**src/rtl/lldp_tlv_locator_assert.svh**
```systemverilog
// Assertion macros for the LLDP TLV locator.
// Expects signals clk and arst_n in the scope of use; no other dependencies.
`ifndef LLDP_TLV_LOCATOR_ASSERT_SVH
`define LLDP_TLV_LOCATOR_ASSERT_SVH

// same-cycle implication
`define LLTL_ASSERT_IMP(lbl, ante, cons, msg) \
	lbl: assert property (@(posedge clk) disable iff (!arst_n) (ante) |-> (cons)) \
		else $error(msg);

// next-cycle implication
`define LLTL_ASSERT_NXT(lbl, ante, cons, msg) \
	lbl: assert property (@(posedge clk) disable iff (!arst_n) (ante) |=> (cons)) \
		else $error(msg);

`endif

```
**src/rtl/lltl_pkg.sv**
```systemverilog
// Package for the LLDP TLV locator: transaction payload types and defaults.
// No dependencies.
`default_nettype none

package lltl_pkg;

	localparam int MAX_FRAME_BYTES_DEF = 2048;
	localparam int HEADER_BYTES_DEF    = 14;

	localparam int BYTE_W  = 8;
	localparam int KIND_W  = 4;
	localparam int START_W = 11;
	localparam int LEN_W   = 9;
	localparam int TYPE_W  = 7;

	typedef struct packed {
		logic [BYTE_W-1:0] data_byte;
		logic              last_byte;
	} in_item_t;

	typedef struct packed {
		logic               record_valid;
		logic [KIND_W-1:0]  tlv_kind;
		logic [START_W-1:0] value_start;
		logic [LEN_W-1:0]   value_length;
		logic [BYTE_W-1:0]  id_subtype;
		logic               frame_end;
	} result_t;

endpackage

`default_nettype wire

```
**src/rtl/lldp_tlv_locator.sv**
```systemverilog
// LLDP TLV locator top level: byte input register, phase logic, result register.
// Depends on lltl_pkg and lldp_tlv_locator_assert.svh.
//
// Channel   Dir  Handshake           Payload
// in        in   in_valid/in_ready   lltl_pkg::in_item_t (data_byte, last_byte)
// out       out  out_valid/out_ready lltl_pkg::result_t
//
// One byte per cycle unless a result waits on out_ready; a transaction goes from input
// register to result register in one pass, its result loaded as the byte leaves.
// The phase update on the input register's byte is the only per-byte work.
// arst_n clears the parse state and the valid flags of the input and result registers.
// A stalled result holds the input register only when that byte yields a result;
// bytes that yield none keep flowing behind it.
`default_nettype none

module lldp_tlv_locator #(
	parameter int MAX_FRAME_BYTES = lltl_pkg::MAX_FRAME_BYTES_DEF,
	parameter int HEADER_BYTES    = lltl_pkg::HEADER_BYTES_DEF
) (
	input  wire logic               clk,
	input  wire logic               arst_n,
	input  wire logic               in_valid,
	output      logic               in_ready,
	input  wire lltl_pkg::in_item_t in_data,
	output      logic               out_valid,
	input  wire logic               out_ready,
	output      lltl_pkg::result_t  out_data
);

	`include "lldp_tlv_locator_assert.svh"

	// offset counter holds 0 .. MAX_FRAME_BYTES-1
	localparam int OFF_W = $clog2(MAX_FRAME_BYTES);
	localparam int NXT_W = OFF_W + 1;
	localparam int EXT_W = (NXT_W > lltl_pkg::START_W) ? NXT_W : lltl_pkg::START_W;
	localparam int LEN_W = lltl_pkg::LEN_W;

	typedef enum logic [5:0] {
		PH_SKIP_HDR = 6'b000001,
		PH_TL_HIGH  = 6'b000010,
		PH_TL_LOW   = 6'b000100,
		PH_SUBTYPE  = 6'b001000,
		PH_SKIP_VAL = 6'b010000,
		PH_DONE     = 6'b100000
	} phase_t;

	// ---------------- input register ----------------
	logic               valid_s1;
	lltl_pkg::in_item_t item_s1;
	logic               go_s1;     // byte in input register is consumed this cycle
	logic               emit;      // that byte yields a result
	logic               out_free;

	assign out_free = !out_valid || out_ready;
	assign go_s1    = valid_s1 && (!emit || out_free);
	assign in_ready = !valid_s1 || go_s1;

	always_ff @(posedge clk or negedge arst_n) begin
		if (!arst_n) begin
			valid_s1 <= 1'b0;
		end else if (in_ready) begin
			valid_s1 <= in_valid;
		end
	end

	always_ff @(posedge clk) begin
		if (in_ready && in_valid) begin
			item_s1 <= in_data;
		end
	end

	// ---------------- parse state ----------------
	logic [OFF_W-1:0]          offset_q, offset_d;
	phase_t                    phase_q, phase_d;
	logic [7:0]                hdr_high_q, hdr_high_d;
	logic [lltl_pkg::TYPE_W-1:0] type_q, type_d;
	logic [LEN_W-1:0]          len_q, len_d;
	logic [LEN_W-1:0]          skip_q, skip_d;

	// per-byte working signals
	logic [NXT_W-1:0]          nxt;
	logic [EXT_W-1:0]          start_ext;
	phase_t                    ph_eff;
	logic [lltl_pkg::TYPE_W-1:0] tl_type;
	logic [LEN_W-1:0]          tl_len;
	logic [LEN_W-1:0]          sub_len;
	logic                      rec;
	logic [lltl_pkg::KIND_W-1:0] kind;
	logic [LEN_W-1:0]          vlen;
	logic [7:0]                sub;
	lltl_pkg::result_t         res;

	assign nxt       = {1'b0, offset_q} + NXT_W'(1);
	assign start_ext = EXT_W'(nxt);
	assign tl_type   = hdr_high_q[7:1];
	assign tl_len    = {hdr_high_q[0], item_s1.data_byte};
	assign sub_len   = len_q - LEN_W'(1);

	always_comb begin
		offset_d   = offset_q;
		phase_d    = phase_q;
		hdr_high_d = hdr_high_q;
		type_d     = type_q;
		len_d      = len_q;
		skip_d     = skip_q;
		rec        = 1'b0;
		kind       = '0;
		vlen       = '0;
		sub        = '0;

		// header skip ends once the Ethernet header has gone by
		if (phase_q == PH_SKIP_HDR && 32'(offset_q) >= 32'(HEADER_BYTES)) begin
			ph_eff = PH_TL_HIGH;
		end else begin
			ph_eff = phase_q;
		end
		phase_d = ph_eff;

		unique case (ph_eff)
			PH_TL_HIGH: begin
				hdr_high_d = item_s1.data_byte;
				phase_d    = PH_TL_LOW;
			end
			PH_TL_LOW: begin
				type_d = tl_type;
				len_d  = tl_len;
				priority if (tl_type == '0) begin
					// end-of-LLDPDU TLV
					phase_d = PH_DONE;
				end else if (tl_type <= 7'd2) begin
					if (tl_len == '0) begin
						// empty ID: record at once, no subtype
						rec     = 1'b1;
						kind    = tl_type[3:0];
						phase_d = PH_TL_HIGH;
					end else begin
						phase_d = PH_SUBTYPE;
					end
				end else if (tl_type <= 7'd8) begin
					rec     = 1'b1;
					kind    = tl_type[3:0];
					vlen    = tl_len;
					skip_d  = tl_len;
					phase_d = (tl_len == '0) ? PH_TL_HIGH : PH_SKIP_VAL;
				end else begin
					skip_d  = tl_len;
					phase_d = (tl_len == '0) ? PH_TL_HIGH : PH_SKIP_VAL;
				end
			end
			PH_SUBTYPE: begin
				rec     = 1'b1;
				kind    = type_q[3:0];
				vlen    = sub_len;
				sub     = item_s1.data_byte;
				skip_d  = sub_len;
				phase_d = (sub_len == '0) ? PH_TL_HIGH : PH_SKIP_VAL;
			end
			PH_SKIP_VAL: begin
				skip_d = skip_q - LEN_W'(1);
				if (skip_q == LEN_W'(1)) begin
					phase_d = PH_TL_HIGH;
				end
			end
			default: begin
				// header skip or done: nothing to parse
			end
		endcase

		// oversize frame: freeze offset, ignore rest
		if (32'(nxt) >= 32'(MAX_FRAME_BYTES)) begin
			phase_d = PH_DONE;
		end else begin
			offset_d = nxt[OFF_W-1:0];
		end

		if (item_s1.last_byte) begin
			offset_d   = '0;
			phase_d    = PH_SKIP_HDR;
			hdr_high_d = '0;
			type_d     = '0;
			len_d      = '0;
			skip_d     = '0;
		end
	end

	assign emit = rec || item_s1.last_byte;

	always_comb begin
		res.record_valid = rec;
		res.tlv_kind     = kind;
		res.value_start  = rec ? start_ext[lltl_pkg::START_W-1:0] : '0;
		res.value_length = vlen;
		res.id_subtype   = sub;
		res.frame_end    = item_s1.last_byte;
	end

	always_ff @(posedge clk or negedge arst_n) begin
		if (!arst_n) begin
			offset_q   <= '0;
			phase_q    <= PH_SKIP_HDR;
			hdr_high_q <= '0;
			type_q     <= '0;
			len_q      <= '0;
			skip_q     <= '0;
		end else if (go_s1) begin
			offset_q   <= offset_d;
			phase_q    <= phase_d;
			hdr_high_q <= hdr_high_d;
			type_q     <= type_d;
			len_q      <= len_d;
			skip_q     <= skip_d;
		end
	end

	// ---------------- result register ----------------
	always_ff @(posedge clk or negedge arst_n) begin
		if (!arst_n) begin
			out_valid <= 1'b0;
		end else if (go_s1 && emit) begin
			out_valid <= 1'b1;
		end else if (out_ready) begin
			out_valid <= 1'b0;
		end
	end

	always_ff @(posedge clk) begin
		if (go_s1 && emit) begin
			out_data <= res;
		end
	end

	// ---------------- assertions ----------------
	`LLTL_ASSERT_IMP(a_rec_kind, out_valid && out_data.record_valid,
		out_data.tlv_kind != '0 && out_data.tlv_kind <= 4'd8, "record with bad TLV kind")
	`LLTL_ASSERT_IMP(a_norec_zero, out_valid && !out_data.record_valid,
		out_data.tlv_kind == '0 && out_data.value_length == '0 && out_data.id_subtype == '0,
		"empty result carries record fields")
	`LLTL_ASSERT_NXT(a_frame_clear, go_s1 && item_s1.last_byte,
		offset_q == '0 && phase_q == PH_SKIP_HDR, "state not cleared after frame end")
	`LLTL_ASSERT_NXT(a_result_load, go_s1 && emit,
		out_valid && out_data.frame_end == $past(item_s1.last_byte),
		"result register missed a transaction")

endmodule

`default_nettype wire

```
**config.mk**
```make
export PLATFORM = sky130hd
export DESIGN_NAME = lldp_tlv_locator
export DESIGN_NICKNAME = d
export VERILOG_FILES = /design/src/rtl/lltl_pkg.sv /design/src/rtl/lldp_tlv_locator.sv
export VERILOG_INCLUDE_DIRS = /design/src /design/src/rtl
export SDC_FILE = /design/constraint.sdc
export NUM_CORES = 1
export LEC_CHECK = 0
export ABC_AREA = 1
export BUFFER_PORTS_ARGS = -buffer_cell sky130_fd_sc_hd__buf_2
export CAP_MARGIN = 20
export CORE_ASPECT_RATIO = 1.4
export CORE_MARGIN = 4
export CORE_UTILIZATION = 45
export DETAILED_ROUTE_END_ITERATION = 16
export HOLD_SLACK_MARGIN = 0.12
export SLEW_MARGIN = 5
export SYNTH_ARGS = -nofsm -noshare
export SYNTH_HDL_FRONTEND = slang
export SYNTH_SLANG_ARGS = --single-unit
```
**constraint.sdc**
```tcl
create_clock -name clk -period 3.9 [get_ports clk]
set_input_delay 0.195 -clock clk [delete_from_list [all_inputs] [get_ports clk]]
set_output_delay 0.195 -clock clk [all_outputs]
set_load 0.005 [all_outputs]
```
After elaboration in Yosys (flattened, before gate mapping)

Index checks and enable logic that the tools add are counted.

Reductions and logical operators: 22
Equality and inequality tests: 9
$add $sub $neg: 3
Order comparisons: 4
Mux-type cells: 38

Operators with widths:

| operator              | number |
|---|---|
| $mux 9                | 8 |
| $mux 6                | 6 |
| $mux 4                | 7 |
| $pmux 9 s3            | 1 |
| $pmux 6 s4            | 1 |
| $mux 11               | 2 |
| $logic_not 9->1       | 2 |
| $pmux 9 s2            | 1 |
| $sub 9x1->9 const B   | 2 |
| $mux 8                | 2 |
| $add 11x1->12 const B | 1 |
| $ge 12x12->1 const B  | 1 |
| $ge 11x4->1 const B   | 1 |
| $mux 5                | 2 |
| $eq 9x1->1 const B    | 1 |
| $pmux 4 s2            | 1 |
| $le 7x2->1 const B    | 1 |
| $le 7x4->1 const B    | 1 |
| $logic_not 7->1       | 1 |
| $eq 6x1->1 const B    | 1 |
| $eq 6x2->1 const B    | 1 |
| $eq 6x3->1 const B    | 1 |
| $eq 6x4->1 const B    | 1 |
| $eq 6x5->1 const B    | 1 |
| other kinds (11)      | 29 |

Register bits after elaboration: 92
Input port bits: 13

Logic depth before layout (Yosys ltp)

Gate-level depths: netlist of run 1.

Depth after elaboration: 11
Mapped depth: 15
Mapped depth without buffers: 15

Least setup slack after synthesis of run 1

OpenSTA, ideal clock, no wires.

Path kind: reg2reg
Start point: reg hdr_high_q[2]
End point: reg out_data[0] (netlist bit), enable pin
Path buffers: 0
Required time: 3.511 ns
Setup slack: 1.498 ns
Stages on the path, launching flop included: 14
Arrival time: 2.013 ns
Path through: dfrtp_1 > nor2_1 > nand2_1 > nor2_1 > nand2_1 > nand2_2 > nor2_2 > nand2_2 > nand3_2 > nand2_4 > nand2_8 > inv_6 > nand2_1 > inv_1

Cells in the longest elaborated chain, start to end: 10

Ends and longest elaborated chain:

| element                  | line                    | RTL |
|---|---|---|
| start: declaration       | lldp_tlv_locator.sv:75  | `logic [7:0] hdr_high_q, hdr_high_d;` |
| start signal: assignment | lldp_tlv_locator.sv:208 | `hdr_high_q <= hdr_high_d;` |
| $le 7x4->1               | lldp_tlv_locator.sv:139 | `end else if (tl_type <= 7'd8) begin` |
| $mux 1                   | lldp_tlv_locator.sv:139 |  |
| $mux 1                   | lldp_tlv_locator.sv:130 | `end else if (tl_type <= 7'd2) begin` |
| $mux 1 *                 | lldp_tlv_locator.sv:127 | `priority if (tl_type == '0) begin` |
| $pmux 1 s2 *             | lldp_tlv_locator.sv:119 | `unique case (ph_eff)` |
| $logic_or 1x1->1 *       | lldp_tlv_locator.sv:186 | `assign emit = rec \|\| item_s1.last_byte;` |
| $logic_not 1->1          | lldp_tlv_locator.sv:55  | `assign go_s1 = valid_s1 && (!emit \|\| out_free);` |
| $logic_or 1x1->1         | lldp_tlv_locator.sv:55  |  |
| $logic_and 1x1->1        | lldp_tlv_locator.sv:55  |  |
| $logic_and 1x1->1 *      | lldp_tlv_locator.sv:227 | `if (go_s1 && emit) begin` |
| end signal: assignment   | lldp_tlv_locator.sv:228 | `out_data <= res;` |
| end: declaration         | lldp_tlv_locator.sv:27  | `output lltl_pkg::result_t out_data` |

Mark *: on every way between the ends. The rest lies on a longest branch, timed or not.
A chain may end at the register's enable or synchronous reset.

Worst setup path in the final report of run 1

Start point: reg item_s1[0] (netlist bit)
End point: reg out_data[30] (netlist bit), enable pin

Cells in the longest elaborated chain, start to end: 5

Ends and longest elaborated chain:

| element                  | line                    | RTL |
|---|---|---|
| start: declaration       | lldp_tlv_locator.sv:49  | `lltl_pkg::in_item_t item_s1;` |
| start signal: assignment | lldp_tlv_locator.sv:68  | `item_s1 <= in_data;` |
| $logic_or 1x1->1 *       | lldp_tlv_locator.sv:186 |  |
| $logic_not 1->1          | lldp_tlv_locator.sv:55  |  |
| $logic_or 1x1->1         | lldp_tlv_locator.sv:55  |  |
| $logic_and 1x1->1        | lldp_tlv_locator.sv:55  |  |
| $logic_and 1x1->1 *      | lldp_tlv_locator.sv:227 |  |

Marked as above.

==> qor.json, run 1 <==
{
  "grt_pass1_vias": 3752,
  "syn-mean-instance-area_sq_um": 8.94,
  "finClkSkew_ns": 0.00861,
  "detail_route.wirelength_um": 11500,
  "rr_endpoint": "out_data[30]$_DFFE_PP_",
  "count_of_endpoints_failing_setup_in_the_final_report": 0,
  "cell_internal_pwr_mw": 1.97,
  "power_density_nw_per_um2": 533,
  "report.final.slew_viol_count": 0,
  "place.port_buffers": 48,
  "top_level_ports": 49,
  "hpwl_um": 8580,
  "crit_path_max_fanout": 18,
  "ys_warn_count": 0,
  "netlist_area_sq_um": 4690,
  "insertedDiodeCount": 0,
  "critPathCaptureType": "flip-flop",
  "fin_setup_tns_ns": 0,
  "post_cts_buffers": 0,
  "track_usage_pct": 20.3,
  "criticalPathCategory": "flip-flop to flip-flop",
  "area_growth_pct": 16.9,
  "antenna_found_initial": 0,
  "r2r_start": "item_s1[0]$_DFFE_PP_",
  "gr-total-overflow": 0,
  "fin_crit_sh_pct": 67.8,
  "chipHeight_um": 129,
  "finalWorstPathRequiredPeriod_ns": 2.64,
  "timing.slew.headroom_pct": 51.8,
  "worst_path_required_time_ns": 3.96,
  "synth_async_sr_flop_share_pct": 53.3,
  "wire_per_inst_um": 15.8,
  "core_area_sq_um": 10100,
  "fin_ws_ns": 1.26,
  "maxClockFrequency_ghz": 0.378,
  "report.final.hold_viol_count": 0,
  "critPathArrivalTime_ns": 2.70,
  "outcome": "finished, final reports clean",
  "avgViaCountPerCell": 5.22,
  "ctsHtreeMaxLevel": 3,
  "placement_rows": 43,
  "synth.area.top_cells": "edfxtp_1 (28%), dfrtp_1 (26%), nand2_1 (9.4%)",
  "fp.dieArea_sq_um": 12200,
  "most-common-layout-cells": "nand2_1 (118), inv_1 (69), nor2_1 (60), dfrtp_1 (48), buf_2 (48)",
  "dp_worst_setup_slack_ns": 1.25,
  "worst_setup_hold_path_clk_slew_ns": 0.07,
  "cts.sinks": 92,
  "drc_errors": 0,
  "buffers_from_clock_root_to_sink_at_most": 2,
  "clockRootBuffer": "clkbuf_16",
  "synth_sequential_area_ratio_pct": 53.7,
  "vias": 3791,
  "final_nets": 605,
  "power.switching_fraction_pct": 32.8,
  "worstRegToRegCells": 8,
  "cap_viol_max_count": 0,
  "unrepaired_setup_endpoints_after_global_routing": "false",
  "yosysUniqueCellTypes": 42,
  "synthesis.instances": 525,
  "ys_seq_elements": 92,
  "cts_buffers": 9,
  "synth_edf_count": 43,
  "mostFrequentLayoutCell": "nand2_1",
  "dominantRegCellSynth": "dfrtp_1",
  "tightest_slew_ns": 0.722,
  "vdd_ir_drop_max_mv": 0.301,
  "cts_tree": "done",
  "critPathLaunchType": "flip-flop",
  "leakagePower_nw": 2.45,
  "grt_max_degree": 50,
  "post-synth-top-area-fraction_pct": 27.5,
  "p_switching_mw": 0.960,
  "sequential_power_share_pct": 42.9,
  "comb_power_share_pct": 24.1,
  "clock_latency_ns": 0.35,
  "hold_class": "input pin to asynchronous set/reset pin",
  "starting_density_pct": 46.6,
  "post_route_cells_drive_above_1_share_pct": 17.4,
  "clock_power_share_pct": 33.0,
  "first_pass_grt_wire_length_um": 18600,
  "drt_iter0_drc": 197,
  "antenna_violating_nets_left": 0,
  "synthDominantAreaCellType": "edfxtp_1",
  "drt-pass1-iter-count": 6,
  "die-width_um": 94.3,
  "r2r_slack_ns": 1.26,
  "synth.net_count": 544,
  "routabilityCongestion": 0.903
}
-- per-layer routing --
| layer | vias up | wire, um | GRT usage, % |
|---|---|---|---|
| met3 | 28 | 485 | 3.57 |
| met1 | 1800 | 4450 | 23.2 |
| met5 | - | 0 | 0 |
| met2 | 103 | 6190 | 36.7 |
| met4 | 0 | 342 | 9.01 |
| li1 | 1860 | - | - |
-- per-stage QoR --
step	cell area, sq um	utilization, %	hold WS (ns)	total power [mW]	std cells
3_3_place_gp	5030	50.0	0.351	1.96	698
4_1_cts	5490	54.5	0.490	2.94	726
5_1_grt	5490	54.5	0.506	3.10	726
6_report	5490	54.5	0.483	2.92	726
3_5_place_dp	5030	50.0	0.358	1.97	698
2_1_floorplan	4690	-	-0.101	1.78	525
-- worst max-delay path by stage --
stage | startpoint | end | slack [ns]
after floorplan | hdr_high_q[2]$_DFFE_PN0P_ | out_data[0]$_DFFE_PP_ | 1.50
after global placement | hdr_high_q[2]$_DFFE_PN0P_ | out_data[23]$_SDFFCE_PN0P_ | 1.31
after detailed placement | hdr_high_q[1]$_DFFE_PN0P_ | out_data[27]$_SDFFCE_PN0P_ | 1.25
after CTS | hdr_high_q[1]$_DFFE_PN0P_ | out_data[30]$_DFFE_PP_ | 1.24
after global routing | hdr_high_q[2]$_DFFE_PN0P_ | out_data[30]$_DFFE_PP_ | 0.99
final | item_s1[0]$_DFFE_PP_ | out_data[30]$_DFFE_PP_ | 1.26
-- cells by family (layout without fill, tap and decap cells) --
| logic type | after synthesis | in the layout | share of synthesized area (%) |
|---|---|---|---|
| and+or+nand+nor | 247 | 247 | 23.9 |
| DFF | 92 | 92 | 53.7 |
| AOI/OAI and AO/OA | 86 | 86 | 11.3 |
| buffers and inverters | 86 | 152 | 8.08 |
| xor gates and xnor gates | 8 | 8 | 1.49 |
| adders and majority gates | 6 | 6 | 1.60 |
-- power by group through the flow --
| stage | Clock (mW) | Sequential [mW] | Combinational (mW) |
|---|---|---|---|
| after floorplan | 0 | 1.25 | 0.531 |
| after global placement | 0 | 1.27 | 0.687 |
| after detailed placement | 0 | 1.27 | 0.695 |
| after CTS | 0.976 | 1.25 | 0.708 |
| after global routing | 1.03 | 1.27 | 0.799 |
| final | 0.964 | 1.26 | 0.705 |
-- state kept, by name, indices dropped and copies added, names as in the netlist --
signal and count:
out_data 34, offset_q 11, item_s1 9, len_q 9, skip_q 9, hdr_high_q 8, phase_q 6, type_q 4
out_valid 1, valid_s1 1
-- Yosys cell counts, types with 4 or more instances --
| library cell | instances |
|---|---|
| xor2_1 | 4 |
| nand2_1 | 118 |
| o21ai_1 | 23 |
| nor3_1 | 4 |
| clkbuf_1 | 4 |
| o22ai_1 | 4 |
| dfrtp_1 | 48 |
| a21oi_1 | 6 |
| a32o_1 | 4 |
| nor2_1 | 60 |
| nand4_1 | 4 |
| nor2_2 | 4 |
| o31ai_1 | 8 |
| nand3_1 | 37 |
| o21ai_2 | 10 |
| edfxtp_1 | 43 |
| inv_1 | 69 |
| inv_2 | 4 |
| xnor2_1 | 4 |
| ha_1 | 6 |
| o21ai_0 | 26 |
-- worst max-delay path, cell delays in order, from the launching register on --
cell	delay, ns
edfxtp_1	0.59
inv_1	0.38
nand3_2	0.18
nand2_4	0.13
nand2_8	0.09
inv_6	0.12
nand2_1	0.08
inv_1	0.54
buf_12	0.24
-- final cells by class --
class | instances | area, sq um
sequential | 92 | 2520
multi-input combinational | 347 | 1800
fill | 952 | 4580
clock buffer | 9 | 225
timing repair buffer | 62 | 388
tap | 135 | 169
clock inverter | 7 | 106
inverter | 74 | 283
-- timing repair --
action | 4_1_cts | 5_1_grt
resized for setup | 0 | 0
endpoints found under the hold margin | 59 | 0
hold buffers | 12 | 0
Power figures use the tool's default switching activity.
==> run 2, diff against run 1 <==
--- a/config.mk
+++ b/config.mk
@@ -14,6 +14,7 @@
 export CORE_UTILIZATION = 45
 export DETAILED_ROUTE_END_ITERATION = 16
 export HOLD_SLACK_MARGIN = 0.12
+export PLACE_DENSITY = 0.66
 export SLEW_MARGIN = 5
 export SYNTH_ARGS = -nofsm -noshare
 export SYNTH_HDL_FRONTEND = slang
==> constraint.sdc (replaced) <==
create_clock -name clk -period 2.38 [get_ports clk]
set_input_delay 0.119 -clock clk [delete_from_list [all_inputs] [get_ports clk]]
set_output_delay 0.119 -clock clk [all_outputs]
set_load 0.005 [all_outputs]
==> qor.json, run 2 (same netlist as run 1, synthesis figures left out) <==
{
  "ctsHtreeMaxLevel": {"value": 3, "change": "unchanged"},
  "final_nets": {"value": 616, "change": "was 605"},
  "post-layout-total-power": {"value": 4.70, "unit": "mW", "change": "was 2.92 mW"},
  "clockRootBuffer": {"value": "clkbuf_16", "change": "unchanged"},
  "grt_max_degree": {"value": 50, "change": "unchanged"},
  "drc_errors": {"value": 0, "change": "unchanged"},
  "timing.slew.headroom": {"value": 54.7, "unit": "%", "change": "was 51.8%"},
  "avgViaCountPerCell": {"value": 5.13, "change": "was 5.22"},
  "report.final.slew_viol_count": {"value": 0, "change": "unchanged"},
  "r2r_start": {"value": "phase_q[1]$_DFFE_PN0P_", "change": "was item_s1[0]$_DFFE_PP_"},
  "hold_class": {"value": "input pin to asynchronous set/reset pin", "change": "unchanged"},
  "vias": {"value": 3781, "change": "was 3,791"},
  "cap_viol_max_count": {"value": 0, "change": "unchanged"},
  "ctsHoldBuffers": {"value": 12, "change": "unchanged"},
  "wire_per_inst": {"value": 15.7, "unit": "um", "change": "was 15.8 um"},
  "insertedDiodeCount": {"value": 0, "change": "unchanged"},
  "hpwl": {"value": 8510, "unit": "um", "change": "was 8580 um"},
  "layout_top_registers": {"value": "out_data: 34 flops, offset_q: 11 flops", "change": "unchanged"},
  "placement_rows": {"value": 43, "change": "unchanged"},
  "core_area": {"value": 10100, "unit": "sq um", "change": "unchanged"},
  "startpoint": {"value": "phase_q[1]$_DFFE_PN0P_", "change": "was item_s1[0]$_DFFE_PP_"},
  "critPathLaunchType": {"value": "flip-flop", "change": "unchanged"},
  "count_of_endpoints_failing_setup_in_the_final_report": {"value": 0, "change": "unchanged"},
  "crit_path_max_fanout": {"value": 17, "change": "was 18"},
  "fin_ws": {"value": 0.196, "unit": "ns", "change": "was 1.26 ns"},
  "chipHeight": {"value": 129, "unit": "um", "change": "unchanged"},
  "detail_route.wirelength": {"value": 11500, "unit": "um", "change": "about the same"},
  "track_usage": {"value": 20.5, "unit": "%", "change": "was 20.3%"},
  "fin_setup_tns": {"value": 0, "unit": "ns", "change": "unchanged"},
  "critPathCaptureType": {"value": "flip-flop", "change": "unchanged"},
  "max_flop_register": {"value": "out_data", "change": "unchanged"},
  "post_cts_buffers": {"value": 0, "change": "unchanged"},
  "unrepaired_setup_endpoints_after_global_routing": {"value": "false", "change": "unchanged"},
  "routabilityCongestion": {"value": 0.926, "change": "was 0.903"},
  "mostFrequentLayoutCell": {"value": "nand2_1", "change": "unchanged"},
  "drt-pass1-iter-count": {"value": 5, "change": "was 6"},
  "power_density": {"value": 846, "unit": "nW/um^2", "change": "was 533 nW/um^2"},
  "finalWorstPathRequiredPeriod": {"value": 2.18, "unit": "ns", "change": "was 2.64 ns"},
  "maxClockFrequency": {"value": 0.458, "unit": "GHz", "change": "was 0.378 GHz"},
  "fp.dieArea": {"value": 12200, "unit": "sq um", "change": "unchanged"},
  "largest_reg_flops": {"value": 34, "change": "unchanged"},
  "starting_density": {"value": 46.6, "unit": "%", "change": "unchanged"},
  "cts_buffers": {"value": 9, "change": "unchanged"},
  "fin_crit_sh": {"value": 91.7, "unit": "%", "change": "was 67.8%"},
  "outcome": {"value": "finished, final reports clean", "change": "unchanged"},
  "die-width": {"value": 94.3, "unit": "um", "change": "unchanged"},
  "cts_tree": {"value": "done", "change": "unchanged"},
  "first_pass_grt_wire_length": {"value": 18900, "unit": "um", "change": "was 18,600 um"},
  "antenna_violating_nets_left": {"value": 0, "change": "unchanged"},
  "critPathArrivalTime": {"value": 2.30, "unit": "ns", "change": "was 2.70 ns"},
  "report.final.hold_viol_count": {"value": 0, "change": "unchanged"},
  "area_growth": {"value": 18.3, "unit": "%", "change": "was 16.9%"},
  "cts-resized-gates": {"value": 0, "change": "unchanged"},
  "clock_latency": {"value": 0.36, "unit": "ns", "change": "was 0.35 ns"},
  "tightest_slew": {"value": 0.679, "unit": "ns", "change": "was 0.722 ns"},
  "worst_setup_hold_path_clk_slew": {"value": 0.07, "unit": "ns", "change": "about the same"},
  "place.port_buffers": {"value": 48, "change": "unchanged"},
  "finClkSkew": {"value": 0.00907, "unit": "ns", "change": "was 0.00861 ns"},
  "cts.sinks": {"value": 92, "change": "unchanged"},
  "hold_ws": {"value": 0.409, "unit": "ns", "change": "was 0.483 ns"},
  "gr-total-overflow": {"value": 0, "change": "unchanged"},
  "dp_worst_setup_slack": {"value": 0.241, "unit": "ns", "change": "was 1.25 ns"},
  "drt_iter0_drc": {"value": 233, "change": "was 197"},
  "buffers_from_clock_root_to_sink_at_most": {"value": 2, "change": "unchanged"},
  "criticalPathCategory": {"value": "flip-flop to flip-flop", "change": "unchanged"},
  "top_level_ports": {"value": 49, "change": "unchanged"},
  "leakagePower": {"value": 2.48, "unit": "nW", "change": "was 2.45 nW"},
  "grt_pass1_vias": {"value": 3751, "change": "was 3,752"},
  "post_route_cells_drive_above_1_share": {"value": 19.1, "unit": "%", "change": "was 17.4%"},
  "vdd_ir_drop_max": {"value": 0.426, "unit": "mV", "change": "was 0.301 mV"},
  "most-common-layout-cells": {"value": "nand2_1 (118), inv_1 (68), nor2_1 (60), dfrtp_1 (48), buf_2 (48)", "change": "was nand2_1 (118), inv_1 (69), nor2_1 (60), dfrtp_1 (48), buf_2 (48)"},
  "worst_path_required_time": {"value": 2.50, "unit": "ns", "change": "was 3.96 ns"},
  "antenna_found_initial": {"value": 0, "change": "unchanged"}
}
## run 2: worst max-delay path, stage by stage (launching register included)
cell,delay [ns]
dfrtp_1,0.41
nor2_2,0.17
nand2_1,0.09
nor2_2,0.14
nand2_2,0.10
nor2_2,0.10
nand2_2,0.08
nand3_2,0.10
nand2_4,0.10
nand2_8,0.11
inv_6,0.07
nand2_1,0.13
clkinvlp_4,0.15
buf_12,0.18
## run 2: metal layers
layer  vias up  wire length [um]  GRT usage [%]
li1       1872                 -              -
met4         0               460           10.6
met5         -                 0              0
met2       134              6060           36.3
met3        41               546           4.09
met1      1734              4480           23.1
## run 2: worst paths after layout
path	to	slack, ns	cells past startpoint
min reg2reg	skip_q[1]$_DFFE_PN0P_	0.49	2
min	offset_q[4]$_DFFE_PN0P_	0.41	3
max	out_data[29]$_DFFE_PP_	0.20	13
max reg2reg	out_data[29]$_DFFE_PP_	0.20	13
min in group clk	item_s1[8]$_DFFE_PP_	0.47	2
max in group asynchronous	hdr_high_q[1]$_DFFE_PN0P_	1.49	3
## run 2: power breakdown
part	switching, mW	internal [mW]	leakage [nW]	total, mW
Sequential	0.169	1.89	1.06	2.05
Clock	0.701	0.749	0.149	1.45
Combinational	0.769	0.423	1.27	1.19
## run 2: final cells by class
class,instances,area [sq um]
inverters,74,287
clock inverters,7,76.3
flip-flops and latches,92,2520
repair buffers,73,483
well taps,135,169
multi-input cells,347,1800
fillers,915,4510
clock buffers,9,225
## run 2: stage by stage
step           utilization, %  std cells  area (sq um)
2_1_floorplan               -        525          4700
3_3_place_gp             51.0        709          5130
3_5_place_dp             51.0        709          5130
4_1_cts                  55.2        737          5550
5_1_grt                  55.2        737          5550
6_report                 55.2        737          5550
==> run 3, diff against run 2 <==
--- a/config.mk
+++ b/config.mk
@@ -11,10 +11,10 @@
 export CAP_MARGIN = 20
 export CORE_ASPECT_RATIO = 1.4
 export CORE_MARGIN = 4
-export CORE_UTILIZATION = 45
+export CORE_UTILIZATION = 50
 export DETAILED_ROUTE_END_ITERATION = 16
 export HOLD_SLACK_MARGIN = 0.12
-export PLACE_DENSITY = 0.66
+export PLACE_DENSITY = 0.72
 export SLEW_MARGIN = 5
 export SYNTH_ARGS = -nofsm -noshare
 export SYNTH_HDL_FRONTEND = slang
==> qor.json, run 3 (same netlist as run 1, synthesis figures left out) <==
{
  "comb_power_share": {"value": 25.6, "unit": "%", "change": "was 25.4%"},
  "fin_ws": {"value": 0.170, "unit": "ns", "change": "was 0.196 ns"},
  "first_pass_grt_wire_length": {"value": 18800, "unit": "um", "change": "was 18,900 um"},
  "die-width": {"value": 89.9, "unit": "um", "change": "was 94.3 um"},
  "track_usage": {"value": 22.2, "unit": "%", "change": "was 20.5%"},
  "cts_buffers": {"value": 9, "change": "unchanged"},
  "starting_density": {"value": 51.7, "unit": "%", "change": "was 46.6%"},
  "fin_crit_sh": {"value": 92.9, "unit": "%", "change": "was 91.7%"},
  "fin_setup_tns": {"value": 0, "unit": "ns", "change": "unchanged"},
  "grt_pass1_vias": {"value": 3849, "change": "was 3,751"},
  "most-common-layout-cells": {"value": "nand2_1 (118), inv_1 (68), nor2_1 (60), dfrtp_1 (48), buf_2 (48)", "change": "unchanged"},
  "vias": {"value": 3849, "change": "was 3,781"},
  "avgViaCountPerCell": {"value": 5.44, "change": "was 5.13"},
  "count_of_endpoints_failing_setup_in_the_final_report": {"value": 0, "change": "unchanged"},
  "dp_worst_setup_slack": {"value": 0.147, "unit": "ns", "change": "was 0.241 ns"},
  "gr-total-overflow": {"value": 0, "change": "unchanged"},
  "postLayoutCellArea": {"value": 5500, "unit": "sq um", "change": "was 5550 sq um"},
  "routabilityCongestion": {"value": 0.920, "change": "was 0.926"},
  "ctsHtreeMaxLevel": {"value": 3, "change": "unchanged"},
  "leakagePower": {"value": 2.47, "unit": "nW", "change": "was 2.48 nW"},
  "top_level_ports": {"value": 49, "change": "unchanged"},
  "largest_reg_flops": {"value": 34, "change": "unchanged"},
  "critPathArrivalTime": {"value": 2.31, "unit": "ns", "change": "was 2.30 ns"},
  "finClkSkew": {"value": 0.00970, "unit": "ns", "change": "was 0.00907 ns"},
  "detail_route.wirelength": {"value": 11800, "unit": "um", "change": "was 11,500 um"},
  "antenna_found_initial": {"value": 0, "change": "unchanged"},
  "finish.cell_count_without_fillers": {"value": 707, "change": "was 737"},
  "criticalPathCategory": {"value": "flip-flop to flip-flop", "change": "unchanged"},
  "wire_per_inst": {"value": 16.6, "unit": "um", "change": "was 15.7 um"},
  "report.final.slew_viol_count": {"value": 0, "change": "unchanged"},
  "critPathLaunchType": {"value": "flip-flop", "change": "unchanged"},
  "insertedDiodeCount": {"value": 0, "change": "unchanged"},
  "worst_setup_hold_path_clk_slew": {"value": 0.07, "unit": "ns", "change": "about the same"},
  "finalWorstPathRequiredPeriod": {"value": 2.21, "unit": "ns", "change": "was 2.18 ns"},
  "power.switching_fraction": {"value": 33.3, "unit": "%", "change": "was 34.9%"},
  "chipHeight": {"value": 123, "unit": "um", "change": "was 129 um"},
  "antenna_violating_nets_left": {"value": 0, "change": "unchanged"},
  "place.port_buffers": {"value": 48, "change": "unchanged"},
  "p_switching": {"value": 1.56, "unit": "mW", "change": "was 1.64 mW"},
  "buffers_from_clock_root_to_sink_at_most": {"value": 2, "change": "unchanged"},
  "clock_latency": {"value": 0.35, "unit": "ns", "change": "was 0.36 ns"},
  "drc_errors": {"value": 0, "change": "unchanged"},
  "placement_rows": {"value": 41, "change": "was 43"},
  "vdd_ir_drop_max": {"value": 0.714, "unit": "mV", "change": "was 0.426 mV"},
  "layout_top_registers": {"value": "out_data: 34 flops, offset_q: 11 flops", "change": "unchanged"},
  "area_growth": {"value": 17.2, "unit": "%", "change": "was 18.3%"},
  "grt_max_degree": {"value": 35, "change": "was 50"},
  "fp.dieArea": {"value": 11000, "unit": "sq um", "change": "was 12,200 sq um"},
  "drt_iter0_drc": {"value": 258, "change": "was 233"},
  "power_density": {"value": 850, "unit": "nW/um^2", "change": "was 846 nW/um^2"},
  "timing.slew.headroom": {"value": 63.0, "unit": "%", "change": "was 54.7%"},
  "max_flop_register": {"value": "out_data", "change": "unchanged"},
  "mostFrequentLayoutCell": {"value": "nand2_1", "change": "unchanged"},
  "report.final.hold_viol_count": {"value": 0, "change": "unchanged"},
  "maxClockFrequency": {"value": 0.452, "unit": "GHz", "change": "was 0.458 GHz"},
  "core_area": {"value": 9080, "unit": "sq um", "change": "was 10,100 sq um"},
  "cell_internal_pwr": {"value": 3.12, "unit": "mW", "change": "was 3.06 mW"},
  "clock_power_share": {"value": 30.3, "unit": "%", "change": "was 30.9%"},
  "placedInstanceArea": {"value": 5060, "unit": "sq um", "change": "was 5130 sq um"},
  "drt-pass1-iter-count": {"value": 5, "change": "unchanged"},
  "clockRootBuffer": {"value": "clkbuf_16", "change": "unchanged"},
  "hpwl": {"value": 8490, "unit": "um", "change": "was 8510 um"},
  "cap_viol_max_count": {"value": 0, "change": "unchanged"},
  "outcome": {"value": "finished, final reports clean", "change": "unchanged"},
  "final_nets": {"value": 614, "change": "was 616"},
  "tightest_slew": {"value": 0.556, "unit": "ns", "change": "was 0.679 ns"},
  "post_route_cells_drive_above_1_share": {"value": 18.7, "unit": "%", "change": "was 19.1%"},
  "critPathCaptureType": {"value": "flip-flop", "change": "unchanged"},
  "unrepaired_setup_endpoints_after_global_routing": {"value": "false", "change": "unchanged"},
  "crit_path_max_fanout": {"value": 17, "change": "unchanged"},
  "worst_path_required_time": {"value": 2.48, "unit": "ns", "change": "was 2.50 ns"},
  "dp.cells": {"value": 678, "change": "was 709"},
  "cts.sinks": {"value": 92, "change": "unchanged"},
  "sequential_power_share": {"value": 44.1, "unit": "%", "change": "was 43.7%"},
  "cts_tree": {"value": "done", "change": "unchanged"},
  "hold_class": {"value": "input pin to asynchronous set/reset pin", "change": "unchanged"}
}
[run 3: cell type report]
type | instances | area [sq um]
Fill cell | 766 | 3580
Sequential cell | 92 | 2520
Multi-Input combinational cell | 347 | 1800
Timing Repair Buffer | 71 | 473
Inverter | 74 | 287
Clock buffer | 10 | 229
Tap cell | 107 | 134
Clock inverter | 6 | 63.8
[run 3: final timing paths]
check / startpoint / end / slack, ns / cells past startpoint
min in group clk: in_data[2] / item_s1[2]$_DFFE_PP_ / 0.49 / 2
min reg2reg: skip_q[1]$_DFFE_PN0P_ / skip_q[1]$_DFFE_PN0P_ / 0.49 / 2
max in group asynchronous: arst_n / phase_q[0]$_DFFE_PN1P_ / 1.35 / 3
max reg2reg: hdr_high_q[2]$_DFFE_PN0P_ / out_data[4]$_SDFFCE_PP0P_ / 0.17 / 12
max: hdr_high_q[2]$_DFFE_PN0P_ / out_data[4]$_SDFFCE_PP0P_ / 0.17 / 12
min: arst_n / offset_q[5]$_DFFE_PN0P_ / 0.30 / 2
[run 3: per-stage QoR]
| stage | total power [mW] | hold slack [ns] | utilization [%] |
|---|---|---|---|
| 6_report | 4.67 | 0.303 | 60.6 |
| 5_1_grt | 4.95 | 0.359 | 60.6 |
| 4_1_cts | 4.67 | 0.306 | 60.3 |
| 3_5_place_dp | 3.24 | 0.135 | 55.8 |
| 3_3_place_gp | 3.20 | 0.133 | 55.8 |
| 2_1_floorplan | 2.92 | -0.177 | - |
[run 3: critical path: stages, from the launching register on]
cell        delay (ns)
dfrtp_1           0.41
nor2_1            0.11
nand2_1           0.07
a21o_2            0.28
nor2_2            0.15
nand2_2           0.07
nand3_2           0.11
nand2_4           0.09
nand2_8           0.10
inv_6             0.07
nand2_1           0.12
clkinvlp_4        0.16
clkbuf_16         0.22
[run 3: routing by layer]
layer,wire length (um),track usage [%]
met5,0,0
met4,472,12.2
met3,601,4.78
met2,6280,41.5
met1,4400,23.3
[run 3: power by group through the flow]
stage / registers (mW) / logic, mW / clock network [mW]
2_1_floorplan: 2.05 / 0.871 / 0
3_3_place_gp: 2.08 / 1.12 / 0
3_5_place_dp: 2.09 / 1.15 / 0
4_1_cts: 2.06 / 1.18 / 1.43
5_1_grt: 2.08 / 1.35 / 1.51
6_report: 2.06 / 1.20 / 1.42
[run 3: what timing repair did]
| item | 4_1_cts | 5_1_grt |
|---|---|---|
| hold buffers | 12 | 0 |
| setup buffers | 0 | 0 |
| endpoints found under the hold margin | 32 | 0 |
| resized for setup | 0 | 1 |
| setup endpoints to repair | 0 | 34 |
